`src/design/gnms_pkg.sv`:
```
// shared types, constants and helpers for gradient non-maxima suppression
package gnms_pkg;

   localparam int MAX_WIDTH_DEF = 1024;
   localparam int MAG_W         = 16;
   localparam int FW_W          = 11;
   localparam int FH_W          = 16;
   localparam int CSR_DATA_W    = 16;
   localparam int MIN_DIM       = 3;
   localparam int QUEUE_DEPTH   = 4;

   localparam logic [FW_W-1:0] FRAME_WIDTH_RST  = 11'd640;
   localparam logic [FH_W-1:0] FRAME_HEIGHT_RST = 16'd480;

   localparam logic CSR_FRAME_WIDTH  = 1'b0;
   localparam logic CSR_FRAME_HEIGHT = 1'b1;

   localparam logic ACT_PIXEL = 1'b0;
   localparam logic ACT_FLUSH = 1'b1;

   typedef enum logic [1:0] {
      DIR_DIAG  = 2'd0,
      DIR_VERT  = 2'd1,
      DIR_ANTI  = 2'd2,
      DIR_HORIZ = 2'd3
   } dir_type;

   typedef struct packed {
      logic store;
      logic emit;
      logic interior;
      logic last;
   } ctrl_type;

   // ((angle >> 4) + 15) % 8 / 2
   function automatic dir_type angle_to_dir(input logic [7:0] angle);
      logic [2:0] sector;
      sector = angle[6:4] - 3'd1;
      return dir_type'(sector[2:1]);
   endfunction

endpackage

```
`src/design/gnms_fifo.sv`:
```
// small register queue between front and back ends
module gnms_fifo #(
   parameter int WIDTH = 32
) (
   input  logic             clock,
   input  logic             reset,
   input  logic             push,
   input  logic [WIDTH-1:0] push_data,
   output logic             full,
   input  logic             pop,
   output logic             pop_valid,
   output logic [WIDTH-1:0] pop_data
);

   import gnms_pkg::*;

   localparam int PTR_W = $clog2(QUEUE_DEPTH);
   localparam int CNT_W = $clog2(QUEUE_DEPTH + 1);

   logic [WIDTH-1:0] entry_ff [QUEUE_DEPTH];
   logic [PTR_W-1:0] wr_ptr_ff, wr_ptr_in;
   logic [PTR_W-1:0] rd_ptr_ff, rd_ptr_in;
   logic [CNT_W-1:0] count_ff, count_in;
   logic             do_push;
   logic             do_pop;

   assign full      = (count_ff == CNT_W'(QUEUE_DEPTH));
   assign pop_valid = (count_ff != '0);
   assign pop_data  = entry_ff[rd_ptr_ff];
   assign do_push   = push && !full;
   assign do_pop    = pop && pop_valid;

   always_comb begin
      wr_ptr_in = do_push ? wr_ptr_ff + PTR_W'(1) : wr_ptr_ff;
      rd_ptr_in = do_pop ? rd_ptr_ff + PTR_W'(1) : rd_ptr_ff;
      count_in  = count_ff + CNT_W'(do_push) - CNT_W'(do_pop);
   end

   always_ff @(posedge clock) begin
      if (do_push) begin
         entry_ff[wr_ptr_ff] <= push_data;
      end
      if (reset) begin
         wr_ptr_ff <= '0;
         rd_ptr_ff <= '0;
         count_ff  <= '0;
      end else begin
         wr_ptr_ff <= wr_ptr_in;
         rd_ptr_ff <= rd_ptr_in;
         count_ff  <= count_in;
      end
   end

endmodule

```
`config.mk`:
```
export PLATFORM = sky130hd
export DESIGN_NAME = gnms_fifo
export DESIGN_NICKNAME = d
export VERILOG_FILES = /design/src/design/gnms_pkg.sv /design/src/design/gnms_fifo.sv
export SDC_FILE = /design/constraint.sdc
export NUM_CORES = 1
export LEC_CHECK = 0
export ABC_AREA = 1
export BUFFER_PORTS_ARGS = -buffer_cell sky130_fd_sc_hd__buf_4
export CORE_MARGIN = 2
export CORE_UTILIZATION = 57
export CTS_BUF_LIST = sky130_fd_sc_hd__clkbuf_2 sky130_fd_sc_hd__clkbuf_4 sky130_fd_sc_hd__clkbuf_8
export CTS_CLUSTER_SIZE = 20
export DETAILED_ROUTE_END_ITERATION = 6
export PLACE_DENSITY = 0.88
export SETUP_SLACK_MARGIN = 0.5
export SLEW_MARGIN = 30
export SYNTH_ARGS = -nofsm -noshare
export SYNTH_HDL_FRONTEND = slang
export SYNTH_SLANG_ARGS = --single-unit
```
`constraint.sdc`:
```
create_clock -name clock -period 3.34 [get_ports clock]
set_input_delay 0.668 -clock clock [delete_from_list [all_inputs] [get_ports clock]]
set_output_delay 0.668 -clock clock [all_outputs]
set_load 0.01 [all_outputs]
```
==> impl_results.md, run 1 <==
* Via count at 3235
* Yosys cell types at 19
* Crit-path leading delay family: flip-flops
* Layout cells sized above 1 at 24.6%
* Port bufs at 69
* Maximum clock frequency at 0.382 GHz
* PD cells at 758 mW/mm^2
* Run status: completed
* Initial antenna violation count at 0
* Met3 usage at 5.57%
* Tightest Pin Transition at 0.586 ns
* Crit-path max cell delay at 0.69 ns
* Number of nets still failing antenna checks after routing at 0
* Slowest cell on crit path: dfxtp_4
* Hold_sp: reset
* Area Growth Syn to Fin at 18.9%
* Worst r2r dst: count_ff[2]$_SDFF_PP0_
* Setup Viol. Count Final at 0
* CTS Buf Count at 17
* N_diodes at 0
* Routed length per instance at 17.9 um
* Site row count at 35
* Commonest register cell after synthesis: edfxtp_1
* Crit share post-route at 78.4%
* Setup_tns at 0 ns
* Slew Limit Fails at 0
* Die X at 100 um
* Drt total wl at 10.3 mm
* Worst setup EP type: output pin
* Grt peak-use layer: met2
* Sequential fraction of the synthesis area at 76.5%
* Root buffer cell: clkbuf_8
* Worst clock skew at 0.0117 ns
* Dpl hpwl at 5.87 mm
* Clock sink count at 137
* Post-synth EDFFs at 128
* Final net count at 494
* Crit-path max FO at 64
* Seq cells post-synth at 137
* GPL Wtd Cong at 0.734
* GRT Util Overall at 21.8%
* Vias in the first global route at 3227
* Cells after DPL at 543
* Register-to-Register Path Depth at 10
* CTS Buffer Depth at 2
* First-pass DRT Iterations at 4
* Ys async rst share at 0%
* First-pass GRT wire length at 16.0 mm
* WP data arrival at 1.95 ns
* Mapped Nets at 418
* Starting Density at 57.7%
* Syn Inst Count at 375
* Share of the synthesized area in the top cell type at 73.1%
* Die height at 100 um
* Post-Synthesis Cell Area at 0.00526 sq mm
* Pin count of the biggest net entering global routing at 65
* Min Tclk post-route at 2.62 ns
* Slew HR at 60.8%
* Ys Warns at 0
* Dominant cells by area after synthesis: edfxtp_1 (73%), nor2_1 (5.5%), o22ai_1 (3.8%)
* Core ar. at 0.00911 sq mm
* Hold Path Class: input port to flop
* Leakage power at 2.27 nW
* Post-synth top cells: edfxtp_1 (128), nor2_1 (77), o21ai_0 (37)
* Worst Path Buf+Inv at 2
* WP data required at 2.67 ns
* Total gr overflow at 0
* DIE AREA at 0.0100 sq mm
* Worst R2R Setup Slack at 0.95 ns
* Worst vdd ir at 0.000507 V
* Clock transition at the registers of the reported paths at 0.08 ns
* CTS tree: built
* I/O pins at 70
* Crit path kind: flop to output pin
* H-Tree Depth at 4
* FILL cells at 629
* Clk Latency, worst-skew pair at 0.43 ns
* RSZ-0062 raised after global routing: no
* M1 GR Usage at 26.1%
* Drt initial violations at 174
* Non-filler cells in the finished layout at 575
* Maxcap violations at 0
* Critical-path cell list: inv_8, o21ai_0, o22ai_1, buf_4
* Syn_area_per_cell at 14.0 sq um
* Hold Fails Final Rpt at 0
* Worst Hold End: count_ff[0]$_SDFF_PP0_
* Vias/cell at 5.63
* Startpoint Class: flop
* Yosys top cell by area: edfxtp_1
* Worst r2r src: count_ff[1]$_SDFF_PP0_
* Top-count cell post-synth: edfxtp_1
* Met2 Use GR at 37.4%
* Drt drc at 0
* Hold Crit Depth at 2
==> logic make-up after synthesis <==
family                   Yosys count  share of synthesized area, %
AO/OA/AOI/OAI                    103                          10.7
AND/OR/NAND/NOR                   92                          6.64
buffers and inverters             36                          4.35
adder cells (fa/ha/maj)            7                          1.81
flip-flops                       137                          76.5
==> per-stage QoR <==
stage	area, sq um	hold slack, ns	utilization (%)	total power, W	setup slack, ns
final	6250	0.399	68.6	0.00474	0.722
after global routing	6250	0.388	68.6	0.00496	0.571
after CTS	6250	0.379	68.6	0.00476	0.693
after detailed placement	5840	0.504	64.1	0.00339	0.868
after global placement	5840	0.467	64.1	0.00335	0.941
after floorplan	5260	0.448	-	0.00292	0.777
==> timing repair <==
item	CTS	global route
setup endpoints to repair	32	0
hold buffers	0	0
buffers inserted	0	0
gates resized for setup	1	0
==> how the worst max path moves through the flow <==
stage               cells after the start                       end  from
floorplan                               2  entry_ff[0][0]$_DFFE_PP_  push
global placement                        4              pop_data[27]  flop
detailed placement                      4              pop_data[14]  flop
CTS                                     4              pop_data[30]  flop
global route                            4              pop_data[30]  flop
finish                                  4              pop_data[30]  flop
==> where the power goes <==
| part | switching (W) | leakage (nW) | internal, W |
|---|---|---|---|
| clock | 0.000634 | 0.200 | 0.000738 |
| sequential | 0.000115 | 1.25 | 0.00209 |
| combinational | 0.000690 | 0.820 | 0.000468 |
==> worst register-to-register path, cell delays in order (launching register included) <==
cell and delay (ns):
dfxtp_1 0.35, nor2_1 0.18, nand2_1 0.20, nand2_1 0.40, ha_1 0.31, inv_1 0.06, ha_1 0.13, inv_1 0.05
fa_1 0.37, o21ai_0 0.19, nor2_1 0.05
==> area by class of cell <==
cell class	instances	area [sq um]	share of cell area, %
Sequential cell	137	4030	64.4
Multi-Input combinational cell	202	1030	16.5
Timing Repair Buffer	76	571	9.13
Clock buffer	17	234	3.74
Clock inverter	15	175	2.80
Tap cell	111	139	2.22
Inverter	17	71.3	1.14
==> sequential cells by signal, summed over array words and instances, names as in the netlist, named ones only <==
name,count
entry_ff,128
wr_ptr_ff,2
rd_ptr_ff,2
count_ff,3
==> routing by layer <==
layer / up-vias / part of all wire [%]
met4: 0 / 2.1
met1: 1546 / 39
li1: 1536 / -
met5: - / 0
met2: 133 / 52
met3: 20 / 6.7
==> layout by cell type, fill, tap and decap left out <==
| cell | netlist | routed |
|---|---|---|
| bufinv_16 | 0 | 3 |
| clkinv_1 | 0 | 1 |
| inv_1 | 15 | 15 |
| a21oi_1 | 4 | 4 |
| o21ai_1 | 28 | 28 |
| o22ai_1 | 32 | 32 |
| dfxtp_4 | 0 | 1 |
| nand2_1 | 12 | 12 |
| a21boi_0 | 2 | 2 |
| ha_1 | 6 | 6 |
| clkinv_4 | 0 | 3 |
| clkbuf_8 | 0 | 17 |
| edfxtp_1 | 128 | 128 |
| fa_1 | 1 | 1 |
| clkinv_2 | 0 | 3 |
| buf_4 | 3 | 76 |
| nand3_1 | 3 | 3 |
| dfxtp_1 | 9 | 8 |
| inv_8 | 1 | 1 |
| inv_2 | 1 | 1 |
| clkinvlp_4 | 0 | 3 |
| o21ai_0 | 37 | 37 |
| nor2_1 | 77 | 73 |
| nor2_4 | 0 | 4 |
| inv_6 | 0 | 2 |
No activity file was read; power rests on OpenSTA's default activity.
==> run 2: changes to the inputs <==
--- a/config.mk
+++ b/config.mk
@@ -8,11 +8,11 @@
 export ABC_AREA = 1
 export BUFFER_PORTS_ARGS = -buffer_cell sky130_fd_sc_hd__buf_4
 export CORE_MARGIN = 2
-export CORE_UTILIZATION = 57
+export CORE_UTILIZATION = 54
 export CTS_BUF_LIST = sky130_fd_sc_hd__clkbuf_2 sky130_fd_sc_hd__clkbuf_4 sky130_fd_sc_hd__clkbuf_8
 export CTS_CLUSTER_SIZE = 20
 export DETAILED_ROUTE_END_ITERATION = 6
-export PLACE_DENSITY = 0.88
+export PLACE_DENSITY = 0.87
 export SETUP_SLACK_MARGIN = 0.5
 export SLEW_MARGIN = 30
 export SYNTH_ARGS = -nofsm -noshare
==> constraint.sdc (replaced) <==
create_clock -name clock -period 2.25 [get_ports clock]
set_input_delay 0.45 -clock clock [delete_from_list [all_inputs] [get_ports clock]]
set_output_delay 0.45 -clock clock [all_outputs]
set_load 0.01 [all_outputs]
==> impl_results.md, run 2 (synthesis results as in run 1) <==
* Cells after DPL at 572 (+5.3%)
* Drt initial violations at 224 (+29%)
* Startpoint Class: flop
* Starting Density at 54.8% (-2.9 points)
* Biggest regs: entry_ff: 128 flops, count_ff: 3 flops
* Drt total wl at 11.8 mm (+15%)
* Part of the power in registers at 42.9% (-3.7 points)
* Drt drc at 0 (unchanged)
* RSZ-0062 raised after global routing: yes
* Switching Share at 33.0% (+2.7 points)
* Area Growth Syn to Fin at 30.0%
* WP data required at 1.80 ns (-0.87 ns)
* Crit path kind: flop to output pin
* Grt peak-use layer: met2
* M1 GR Usage at 25.4% (-0.70 points)
* Min Tclk post-route at 2.05 ns
* Initial antenna violation count at 0 (unchanged)
* Commonest non-fill, non-tap cell in the layout: edfxtp_1
* Run status: completed
* Root buffer cell: clkbuf_8
* Crit-path max cell delay at 0.47 ns (-0.22 ns)
* Maxcap violations at 0 (unchanged)
* Final core occ at 71.2% (+2.6 points)
* Pin count of the biggest net entering global routing at 65 (unchanged)
* Slew HR at 82.0% (+21 points)
* Number of nets still failing antenna checks after routing at 0 (unchanged)
* Dpl hpwl at 6.30 mm (+7.2%)
* CTS Buffer Depth at 2 (unchanged)
* Routed length per instance at 19.0 um (+5.9%)
* Hold_buf cts at 0 (unchanged)
* Worst vdd ir at 0.000659 V (+30%)
* Area of the multi-input gates at 0.00119 sq mm (+15%)
* Hold Path Class: input port to flop
* Switching Power at 0.00251 W (+74%)
* Register area at 0.00404 sq mm (+0.31%)
* I/O pins at 70 (unchanged)
* Crit share post-route at 91.0%
* Non-filler cells in the finished layout at 623 (+8.3%)
* Slew Limit Fails at 0 (unchanged)
* Hold Fails Final Rpt at 0 (unchanged)
* CTS Buf Count at 17 (unchanged)
* Critical-path cell list: buf_12, o21ai_0, o22ai_1, buf_4
* Met2 Use GR at 35.1% (-2.2 points)
* Most used cells in the layout excluding fill and tap cells: edfxtp_1 (128), buf_4 (84), nor2_1 (65)
* GPL Wtd Cong at 0.721 (-1.7%)
* Setup_tns at 0 ns (unchanged)
* CTS tree: built
* Maximum clock frequency at 0.489 GHz
* Vias in the first global route at 3211 (-0.50%)
* Tightest Pin Transition at 0.270 ns (-0.316 ns)
* Layout cells sized above 1 at 35.7% (+11 points)
* Worst Path Buf+Inv at 2 (unchanged)
* Site row count at 36 (+2.9%)
* Largest Register: entry_ff
* Worst R2R Setup Slack at 0.51 ns (-0.44 ns)
* Clock transition at the registers of the reported paths at 0.08 ns (about the same)
* Met3 usage at 5.69% (+0.12 points)
* Clk Latency, worst-skew pair at 0.43 ns (about the same)
* Vias/cell at 5.45 (-3.1%)
* Clk pwr share at 24.8% (-4.1 points)
* Max reg flops at 128 (unchanged)
* DIE AREA at 0.0105 sq mm (+5.3%)
* Total gr overflow at 0 (unchanged)
* N_diodes at 0 (unchanged)
* First-pass GRT wire length at 15.8 mm (-0.95%)
* Worst setup EP type: output pin
* Die height at 103 um (+2.6%)
* Via count at 3395 (+4.9%)
* Port bufs at 69 (unchanged)
* Core ar. at 0.00959 sq mm (+5.3%)
* First-pass DRT Iterations at 4 (unchanged)
* Clock sink count at 137 (unchanged)
* Final net count at 520 (+5.3%)
* H-Tree Depth at 4 (unchanged)
* GRT Util Overall at 20.6% (-1.2 points)
* Die X at 103 um (+2.6%)
* Worst clock skew at 0.00837 ns (-0.00331 ns)
* WP data arrival at 1.60 ns (-0.35 ns)
* Slowest cell on crit path: dfxtp_4
* Worst r2r src: count_ff[0]$_SDFF_PP0_
* Tot Pwr at 0.00760 W (+60%)
* Crit-path max FO at 10 (-84%)
* Crit-path leading delay family: flip-flops
* Leakage power at 2.49 nW (+9.7%)
* Setup Viol. Count Final at 0 (unchanged)
* FILL cells at 615 (-2.2%)
* Comb pwr share at 32.3% (+7.9 points)
* Hold_sp: reset
* PD cells at 1110 mW/mm^2 (+47%)
* Pint at 0.00509 W (+54%)
[run 2: stage by stage]
step | setup WS (ns) | hold slack [ns] | cell area, sq um
final | 0.204 | 0.175 | 6830
after global routing | 0.145 | 0.159 | 6830
after CTS | 0.207 | 0.156 | 6460
after detailed placement | 0.329 | 0.489 | 5960
after global placement | 0.362 | 0.481 | 5960
after floorplan | 0.419 | 0.448 | 5290
[run 2: layer usage]
metal	wire (um)	share of wire, %
met3	821	6.9
met5	0	0
met1	4600	39
met2	6190	52
met4	226	1.9
[run 2: area by class of cell]
cell class / instances / share of cell area [%]
Clock inverter: 15 / 2.05
Timing Repair Buffer: 97 / 12.7
Sequential cell: 137 / 59.1
Inverter: 17 / 1.43
Timing Repair inverter: 5 / 1.37
Clock buffer: 17 / 3.42
Tap cell: 133 / 2.44
Multi-Input combinational cell: 202 / 17.4
[run 2: final timing paths]
path | end | cells past startpoint
min | count_ff[1]$_SDFF_PP0_ | 2
min reg2reg | rd_ptr_ff[0]$_SDFFE_PP0P_ | 2
max | pop_data[29] | 4
max reg2reg | count_ff[1]$_SDFF_PP0_ | 9
[run 2: repair_timing]
item | in CTS | in global routing
endpoints found under the setup margin | 34 | 35
resized for setup | 30 | 39
cloned | 0 | 8
buffers inserted | 3 | 8
pin swaps | 6 | 4
[run 2: power groups by stage]
stage / combinational, W / clock [W] / sequential (W)
6_report: 0.00245 / 0.00189 / 0.00326
5_1_grt: 0.00266 / 0.00201 / 0.00328
4_1_cts: 0.00202 / 0.00190 / 0.00325
3_5_place_dp: 0.00186 / 0 / 0.00328
3_3_place_gp: 0.00178 / 0 / 0.00326
2_1_floorplan: 0.00113 / 0 / 0.00325
