`config.mk`:
```
export PLATFORM = sky130hd
export DESIGN_NAME = gnms_front
export DESIGN_NICKNAME = d
export VERILOG_FILES = /design/src/design/gnms_pkg.sv /design/src/design/gnms_front.sv
export SDC_FILE = /design/constraint.sdc
export NUM_CORES = 1
export LEC_CHECK = 0
export BUFFER_PORTS_ARGS = -buffer_cell sky130_fd_sc_hd__buf_2
export CORE_MARGIN = 4
export CORE_UTILIZATION = 45
export DETAILED_ROUTE_END_ITERATION = 12
export PLACE_DENSITY = 0.68
export REMOVE_ABC_BUFFERS = 1
export SLEW_MARGIN = 20
export SYNTH_ARGS = -nofsm -noshare
export SYNTH_HDL_FRONTEND = slang
export SYNTH_SLANG_ARGS = --single-unit
```
`constraint.sdc`:
```
create_clock -name clock -period 7.8 [get_ports clock]
set_clock_uncertainty 0.15 [all_clocks]
set_input_delay 0.39 -clock clock [delete_from_list [all_inputs] [get_ports clock]]
set_output_delay 0.39 -clock clock [all_outputs]
set_load 0.01 [all_outputs]
```
`src/design/gnms_pkg.sv`:
```
// shared types, constants and helpers for gradient non-maxima suppression
package gnms_pkg;

   localparam int MAX_WIDTH_DEF = 1024;
   localparam int MAG_W         = 16;
   localparam int FW_W          = 11;
   localparam int FH_W          = 16;
   localparam int CSR_DATA_W    = 16;
   localparam int MIN_DIM       = 3;
   localparam int QUEUE_DEPTH   = 4;

   localparam logic [FW_W-1:0] FRAME_WIDTH_RST  = 11'd640;
   localparam logic [FH_W-1:0] FRAME_HEIGHT_RST = 16'd480;

   localparam logic CSR_FRAME_WIDTH  = 1'b0;
   localparam logic CSR_FRAME_HEIGHT = 1'b1;

   localparam logic ACT_PIXEL = 1'b0;
   localparam logic ACT_FLUSH = 1'b1;

   typedef enum logic [1:0] {
      DIR_DIAG  = 2'd0,
      DIR_VERT  = 2'd1,
      DIR_ANTI  = 2'd2,
      DIR_HORIZ = 2'd3
   } dir_type;

   typedef struct packed {
      logic store;
      logic emit;
      logic interior;
      logic last;
   } ctrl_type;

   // ((angle >> 4) + 15) % 8 / 2
   function automatic dir_type angle_to_dir(input logic [7:0] angle);
      logic [2:0] sector;
      sector = angle[6:4] - 3'd1;
      return dir_type'(sector[2:1]);
   endfunction

endpackage

```
`src/design/gnms_front.sv`:
```
// front end: frame position tracking, item classification and csr registers
module gnms_front #(
   parameter int MAX_WIDTH = gnms_pkg::MAX_WIDTH_DEF,
   localparam int COL_W = $clog2(MAX_WIDTH),
   localparam int WID_W = $clog2(MAX_WIDTH + 1)
) (
   input  logic                        clock,
   input  logic                        reset,
   input  logic                        req_tvalid,
   output logic                        req_tready,
   input  logic [23:0]                 req_tdata,
   input  logic [0:0]                  req_tuser,
   input  logic                        csr_we,
   input  logic [0:0]                  csr_addr,
   input  logic [gnms_pkg::CSR_DATA_W-1:0] csr_wdata,
   input  logic                        q_full,
   output logic                        q_push,
   output gnms_pkg::ctrl_type          q_ctrl,
   output logic [COL_W-1:0]            q_col,
   output gnms_pkg::dir_type           q_dir,
   output logic [gnms_pkg::MAG_W-1:0]  q_mag
);

   import gnms_pkg::*;

   logic [FW_W-1:0]  frame_width_ff, frame_width_in;
   logic [FH_W-1:0]  frame_height_ff, frame_height_in;
   logic [COL_W-1:0] col_ff, col_in;
   logic [FH_W-1:0]  row_ff, row_in;
   logic             done_ff, done_in;
   logic             wrap_ff, wrap_in;

   logic [WID_W-1:0] eff_w;
   logic [FH_W-1:0]  eff_h;
   logic             last_col;
   logic             last_row;
   logic             accept;

   always_comb begin
      if (32'(frame_width_ff) > MAX_WIDTH) begin
         eff_w = WID_W'(MAX_WIDTH);
      end else if (frame_width_ff < FW_W'(MIN_DIM)) begin
         eff_w = WID_W'(MIN_DIM);
      end else begin
         eff_w = WID_W'(frame_width_ff);
      end
      if (frame_height_ff < FH_W'(MIN_DIM)) begin
         eff_h = FH_W'(MIN_DIM);
      end else begin
         eff_h = frame_height_ff;
      end
   end

   assign last_col   = (WID_W'(col_ff) == (eff_w - WID_W'(1)));
   assign last_row   = (row_ff == (eff_h - FH_W'(1)));
   assign req_tready = !q_full;
   assign accept     = req_tvalid && req_tready;

   assign q_col = col_ff;
   assign q_mag = req_tdata[MAG_W-1:0];
   assign q_dir = angle_to_dir(req_tdata[23:16]);

   always_comb begin
      frame_width_in  = frame_width_ff;
      frame_height_in = frame_height_ff;
      col_in          = col_ff;
      row_in          = row_ff;
      done_in         = done_ff;
      wrap_in         = wrap_ff;
      q_push          = 1'b0;
      q_ctrl          = '0;
      if (csr_we) begin
         unique case (csr_addr)
            CSR_FRAME_WIDTH:  frame_width_in  = csr_wdata[FW_W-1:0];
            CSR_FRAME_HEIGHT: frame_height_in = csr_wdata[FH_W-1:0];
            default:          frame_width_in  = frame_width_ff;
         endcase
         col_in  = '0;
         row_in  = '0;
         done_in = 1'b0;
         wrap_in = 1'b0;
      end else if (accept) begin
         priority if (req_tuser[0] == ACT_PIXEL && !done_ff) begin
            q_push         = 1'b1;
            q_ctrl.store   = 1'b1;
            q_ctrl.emit    = (row_ff >= FH_W'(2)) || (row_ff == FH_W'(1) && col_ff != '0);
            q_ctrl.interior = (row_ff >= FH_W'(2)) && (col_ff >= COL_W'(2));
            q_ctrl.last    = 1'b0;
            if (last_col) begin
               col_in = '0;
               if (last_row) begin
                  row_in  = '0;
                  done_in = 1'b1;
               end else begin
                  row_in = row_ff + FH_W'(1);
               end
            end else begin
               col_in = col_ff + COL_W'(1);
            end
         end else if (req_tuser[0] == ACT_FLUSH && done_ff) begin
            q_push          = 1'b1;
            q_ctrl.store    = 1'b0;
            q_ctrl.emit     = 1'b1;
            q_ctrl.interior = 1'b0;
            q_ctrl.last     = wrap_ff;
            if (wrap_ff) begin
               col_in  = '0;
               done_in = 1'b0;
               wrap_in = 1'b0;
            end else if (last_col) begin
               col_in  = '0;
               wrap_in = 1'b1;
            end else begin
               col_in = col_ff + COL_W'(1);
            end
         end else begin
            q_push = 1'b0;
         end
      end
   end

   always_ff @(posedge clock) begin
      if (reset) begin
         frame_width_ff  <= FRAME_WIDTH_RST;
         frame_height_ff <= FRAME_HEIGHT_RST;
         col_ff          <= '0;
         row_ff          <= '0;
         done_ff         <= 1'b0;
         wrap_ff         <= 1'b0;
      end else begin
         frame_width_ff  <= frame_width_in;
         frame_height_ff <= frame_height_in;
         col_ff          <= col_in;
         row_ff          <= row_in;
         done_ff         <= done_in;
         wrap_ff         <= wrap_in;
      end
   end

endmodule

```
==> results of run 1 <==
## per-layer routing
layer	global-route usage, %	part of all wire [%]
met3	5.536	5.5
met4	3.834	1.2
met5	0	0
met1	24.89	46
met2	31.29	47
## metrics by stage
step	setup WS (ns)	total power, mW	hold WS (ns)	std cells
after floorplan	3.606	0.3718	0.2934	465
after global placement	3.581	0.3989	0.3163	614
after detailed placement	3.589	0.4016	0.3227	614
after CTS	3.587	0.5571	0.1565	622
after global routing	3.201	0.5816	0.1699	622
final	3.549	0.5536	0.1594	622
## final cells by class
type	count	area, sq um
clock buffers	6	72.57
inverters	19	71.32
fillers	825	4242
flip-flops and latches	55	1101
well taps	105	131.4
clock inverters	2	12.51
repair buffers	44	222.7
multi-input cells	391	2446
## synth_stat cells, drive strengths merged (15+ instances only)
cell type  number  area share, %
a21oi          36            4.7
buf            27            4.9
clkbuf         17            1.7
dfxtp          55             29
inv            19            1.8
nand2          73            7.3
nand3          30            3.9
nor2           44            4.5
nor2b          15            2.4
o21ai          15            2.0
xnor2          17            3.9
xor2           21            4.8
## power by group
group	total [mW]	leakage, nW	switching [mW]	internal (mW)
Clock	0.158	0.0412	0.0948	0.0631
Sequential	0.303	0.447	0.0147	0.288
Combinational	0.0931	1.15	0.0518	0.0413
Total	0.554	1.63	0.161	0.392
## kinds of logic (layout without fill, tap and decap cells)
kind of cell / after synthesis / count (layout) / synth area share [%]
adders and majority gates: 11 / 11 / 3.563
AOI/OAI and AO/OA: 95 / 95 / 16.65
DFF: 55 / 55 / 28.51
and+or+nand+nor: 245 / 245 / 33.72
muxes: 2 / 2 / 0.5507
buffers and inverters: 63 / 71 / 8.390
xor gates and xnor gates: 38 / 38 / 8.617
## sequential cells by signal, summed over array words and instances (netlist names)
name / flops
row_ff: 16
done_ff: 1
frame_height_ff: 16
q_col: 10
frame_width_ff: 11
wrap_ff: 1
## path summary, 6_finish.rpt
| kind | from | end | slack (ns) |
|---|---|---|---|
| max | frame_width_ff[6] | row_ff[1] | 3.55 |
| min | csr_wdata[15] | frame_height_ff[15] | 0.16 |
| max reg2reg | frame_width_ff[6] | row_ff[1] | 3.55 |
| min reg2reg | frame_height_ff[0] | frame_height_ff[0] | 0.34 |
## worst register-to-register path, cell delays in order (launching register included)
cell,delay (ns)
sky130_fd_sc_hd__dfxtp_1,0.44
sky130_fd_sc_hd__nor4_4,0.55
sky130_fd_sc_hd__a21oi_1,0.12
sky130_fd_sc_hd__or2_2,0.29
sky130_fd_sc_hd__ha_1,0.30
sky130_fd_sc_hd__xnor2_1,0.18
sky130_fd_sc_hd__xnor2_1,0.14
sky130_fd_sc_hd__nor4_1,0.35
sky130_fd_sc_hd__nand4_1,0.21
sky130_fd_sc_hd__nor4b_4,0.30
sky130_fd_sc_hd__buf_4,0.29
sky130_fd_sc_hd__nand2_4,0.11
sky130_fd_sc_hd__o21ai_2,0.58
sky130_fd_sc_hd__a311oi_1,0.11
## cell usage in the layout (no fill, tap or decap), drive strengths merged, types with 13 or more instances in the layout
master   n
nand2   73
nand3   30
xnor2   17
nor4    13
buf     44
nor2    44
dfxtp   55
inv     19
nand4   13
a21oi   36
xor2    21
o21ai   15
and3    13
nor2b   15
==> impl_metrics.tcl, run 1 <==
set metrics [dict create \
    grt_first_pass_wirelength_mm 15.95 \
    cts.clk_slew.worst_paths_ns 0.10 \
    wl_per_cell_um 15.25 \
    tritoncts "built" \
    clock_path_buffers 2 \
    routabilityCongestion 0.9749 \
    post_synth_inst_count 509 \
    fraction_of_registers_with_async_set_reset_pct 0 \
    die_x_um 100.6 \
    all_layer_global_routing_usage_pct 19.05 \
    die_h_um 100.6 \
    hold_buf_count_cts 0 \
    timing.setup.tns_ns 0 \
    io-pin-count 81 \
    synth.yosys.seq_area_share_pct 28.51 \
    worst-endpoint-required_ns 7.82 \
    grt_start_max_net_pins 30 \
    achievable-frequency_ghz 0.2353 \
    placedInstanceArea_sq_um 3973 \
    grt_setup_unrepaired "false" \
    floorplan.core_area_sq_um 8299 \
    grt_antenna_before_repair 0 \
    synth_area_per_cell_sq_um 7.588 \
    drt-initial-drc-count 157 \
    power_density_nw_per_um2 136.4 \
    logic_depth_of_the_worst_path_buffers_included 13 \
    count_of_cell_types_in_the_netlist 66 \
    route.vias.total 3552 \
    power.static_leakage_nw 1.634 \
    cp.arrival_ns 4.27 \
    finalInstanceArea_sq_um 4058 \
    hold_viol_final 0 \
    finalNetCount 574 \
    clock_sinks 55 \
    worst_ir_drop_vdd_mv 0.06684 \
    finalMaxSlewViolations 0 \
    route.final.wire_length_mm 9.488 \
    area_delta_synth_final_pct 5.053 \
    category_of_the_worst_setup_path_capture_point "flop" \
    final_min_period_over_clock_period_pct 54.49 \
    start_util_pct 46.54 \
    critical_path_class "reg2reg" \
    iteration_count_of_the_initial_detailed_routing_pass 4 \
    number_of_global_route_vias_before_repair 3321 \
    critical_path_buf_inv_count 1 \
    drc_errors 0 \
    die_area_sq_um 10130 \
    antenna_cells_inserted 0 \
    post-dp-hpwl_mm 7.018 \
    run_status "finished, final reports clean" \
    post_cts_buffers 0 \
    cts.repair.resized 0 \
    syn_area_sq_um 3862 \
    num_rows 33 \
    ys_ff_latch 55 \
    r2r_cells 13 \
    global_route.overflow_total 0 \
    ant_nets 0 \
    hp-class "in2reg" \
    max_transition_margin_pct 49.92 \
    post_route_cells_drive_above_1_share_pct 13.15 \
    min_delay_path_depth 3 \
    detail_route.vias_per_cell 5.711 \
    yosys_warnings 0 \
    crit_path_max_fanout 20 \
    critical_path_s_most_frequent_cell "sky130_fd_sc_hd__xnor2_1" \
    synth_edf_count 0 \
    post-route-util_pct 48.89 \
    worst_path_top_cell_family_by_delay "simple AND/OR/NAND/NOR gates" \
    final-setup-viol-count 0 \
    cts_made_buffers 5 \
    highest_delay_cell_along_the_critical_path "sky130_fd_sc_hd__o21ai_2" \
    min_tclk_post_route_ns 4.251 \
    root_buf_cell "sky130_fd_sc_hd__clkbuf_8" \
    largest_incremental_delay_on_the_critical_path_ns 0.58 \
    maxCapViolations 0 \
    worst-slew-pin-transition_ns 0.7501 \
    number_of_i_o_port_buffers 43 \
    synth_ff_type "sky130_fd_sc_hd__dfxtp_1" \
    clkLatencyLatePin_ns 0.31 \
    ctsHtreeMaxLevel 2 \
    timing.critical_path.from_type "flop" \
    worstPathCellList "nor4_4 -> a21oi_1 -> or2_2 -> ha_1 -> xnor2_1 -> xnor2_1 -> nor4_1 -> nand4_1 -> nor4b_4 -> buf_4 -> nand2_4 -> o21ai_2 -> a311oi_1" \
]
Power figures use the tool's default switching activity.
==> inputs of run 2 (changes only) <==
clock period = 4.35 ns   (was 7.8 ns; I/O delays follow)
==> impl_metrics.tcl, run 2 (synthesis gave the netlist of run 1 again) <==
set metrics [dict create \
    crit_path_max_fanout 10 \
    worst_ir_drop_vdd_mv 0.1398 \
    min_delay_path_depth 3 \
    maxCapViolations 0 \
    drc_errors 0 \
    timing.final.ws_setup_ns 0.2835 \
    run_status "finished, final reports clean" \
    tritoncts "built" \
    wl_per_cell_um 15.33 \
    route.final.wire_length_mm 9.717 \
    num_rows 33 \
    category_of_the_worst_setup_path_capture_point "flop" \
    root_buf_cell "sky130_fd_sc_hd__clkbuf_8" \
    post-dp-hpwl_mm 7.204 \
    area_delta_synth_final_pct 8.682 \
    routabilityCongestion 0.9345 \
    global_route.overflow_total 0 \
    finalNonFillerCells 634 \
    final_min_period_over_clock_period_pct 93.48 \
    critical_path_class "reg2reg" \
    number_of_global_route_vias_before_repair 3439 \
    max_transition_margin_pct 52.67 \
    grt_first_pass_wirelength_mm 16.24 \
    worst-endpoint-required_ns 4.41 \
    cp.arrival_ns 4.13 \
    iteration_count_of_the_initial_detailed_routing_pass 4 \
    all_layer_global_routing_usage_pct 19.38 \
    grt_start_max_net_pins 30 \
    achievable-frequency_ghz 0.2459 \
    number_of_i_o_port_buffers 43 \
    post_route_cells_drive_above_1_share_pct 13.23 \
    post-route-util_pct 50.58 \
    route.vias.total 3616 \
    mostFrequentLayoutCell "sky130_fd_sc_hd__nand2_1" \
    finalNetCount 587 \
    worst-slew-pin-transition_ns 0.7085 \
    mostFrequentLayoutCells "sky130_fd_sc_hd__nand2_1, sky130_fd_sc_hd__dfxtp_1, sky130_fd_sc_hd__nor2_1, sky130_fd_sc_hd__buf_2, sky130_fd_sc_hd__a21oi_1" \
    clkLatencyLatePin_ns 0.31 \
    die_area_sq_um 10130 \
    hp-class "in2reg" \
    clock_sinks 55 \
    drt-initial-drc-count 200 \
    pre_cts_ws_ns 0.2897 \
    timing.critical_path.from_type "flop" \
    cts_made_buffers 5 \
    die_h_um 100.6 \
    antenna_cells_inserted 0 \
    dp_cells 617 \
    final-setup-viol-count 0 \
    layout_top_registers "frame_height_ff x16, row_ff x16, frame_width_ff x11" \
    ant_nets 0 \
    grt_antenna_before_repair 0 \
    detail_route.vias_per_cell 5.703 \
    hold_viol_final 0 \
    timing.setup.tns_ns 0 \
    cts.clk_slew.worst_paths_ns 0.10 \
    grt_setup_unrepaired "false" \
    start_util_pct 46.54 \
    floorplan.core_area_sq_um 8299 \
    ctsHtreeMaxLevel 2 \
    power_density_nw_per_um2 251.5 \
    min_tclk_post_route_ns 4.067 \
    power.static_leakage_nw 1.701 \
    die_x_um 100.6 \
    clock_path_buffers 2 \
    power.total_mw 1.056 \
    r2r_cells 12 \
    io-pin-count 81 \
    finalMaxSlewViolations 0 \
]
==> run 2: changes by cell type in the layout (fill, tap and decap cells not counted) <==
| cell | previous run | this run |
|---|---|---|
| sky130_fd_sc_hd__clkinvlp_4 | 1 | 0 |
| sky130_fd_sc_hd__clkinv_2 | 1 | 0 |
| sky130_fd_sc_hd__bufinv_16 | 0 | 1 |
| sky130_fd_sc_hd__buf_4 | 1 | 4 |
| sky130_fd_sc_hd__dlygate4sd3_1 | 0 | 10 |
==> run 2: worst max-delay path, stage by stage (launching register included) <==
cell	delay, ns
sky130_fd_sc_hd__dfxtp_1	0.42
sky130_fd_sc_hd__nor4_4	0.53
sky130_fd_sc_hd__a21oi_1	0.13
sky130_fd_sc_hd__or2_2	0.29
sky130_fd_sc_hd__ha_1	0.32
sky130_fd_sc_hd__xnor2_1	0.19
sky130_fd_sc_hd__xnor2_1	0.15
sky130_fd_sc_hd__nor4_1	0.37
sky130_fd_sc_hd__nand4_1	0.21
sky130_fd_sc_hd__nor4b_4	0.45
sky130_fd_sc_hd__or3_1	0.36
sky130_fd_sc_hd__o21ai_0	0.16
sky130_fd_sc_hd__a22o_1	0.24
==> run 2: what timing repair did <==
item                                    in CTS  in global routing
hold endpoints to repair                    11                  0
buffers inserted                             0                  0
hold buffers                                10                  0
endpoints found under the setup margin       0                  0
gates resized for setup                      0                  0
==> run 2: layout make-up <==
class                      count  area, sq um
multi-input combinational    391         2446
clock buffer                   6        72.57
timing repair buffer          57        345.3
tap                          105        131.4
sequential                    55         1101
clock inverter                 1        30.03
fill                         803         4101
inverter                      19        71.32
==> run 2: worst paths after layout <==
path | endpoint | slack (ns) | start
setup / recovery | q_col[8] | 0.28 | frame_width_ff[6]
hold / removal | frame_width_ff[0] | 0.008 | csr_wdata[0]
setup reg to reg | q_col[8] | 0.28 | frame_width_ff[6]
hold reg to reg | frame_height_ff[0] | 0.33 | frame_height_ff[0]
==> run 2: power by group <==
part / internal [mW] / switching (mW) / total, mW
Combinational: 0.0815 / 0.0977 / 0.179
Clock: 0.169 / 0.167 / 0.337
Sequential: 0.516 / 0.0236 / 0.540
Total: 0.767 / 0.289 / 1.06
==> run 2: layer usage <==
| layer | GRT usage (%) | vias to the layer above | part of all wire (%) |
|---|---|---|---|
| met2 | 32.41 | 101 | 49 |
| met1 | 24.35 | 1682 | 44 |
| met3 | 5.052 | 17 | 5.7 |
| met4 | 5.596 | 0 | 1.5 |
| li1 | - | 1816 | - |
| met5 | 1.538 | - | 0 |
==> run 2: metrics by stage <==
| step | area [sq um] | hold slack (ns) |
|---|---|---|
| global placement | 3995 | 0.2852 |
| CTS | 4198 | 0.002516 |
| detailed placement | 3995 | 0.2852 |
| global route | 4198 | 0.005464 |
| floorplan | 3610 | 0.1366 |
| finish | 4198 | 0.008454 |
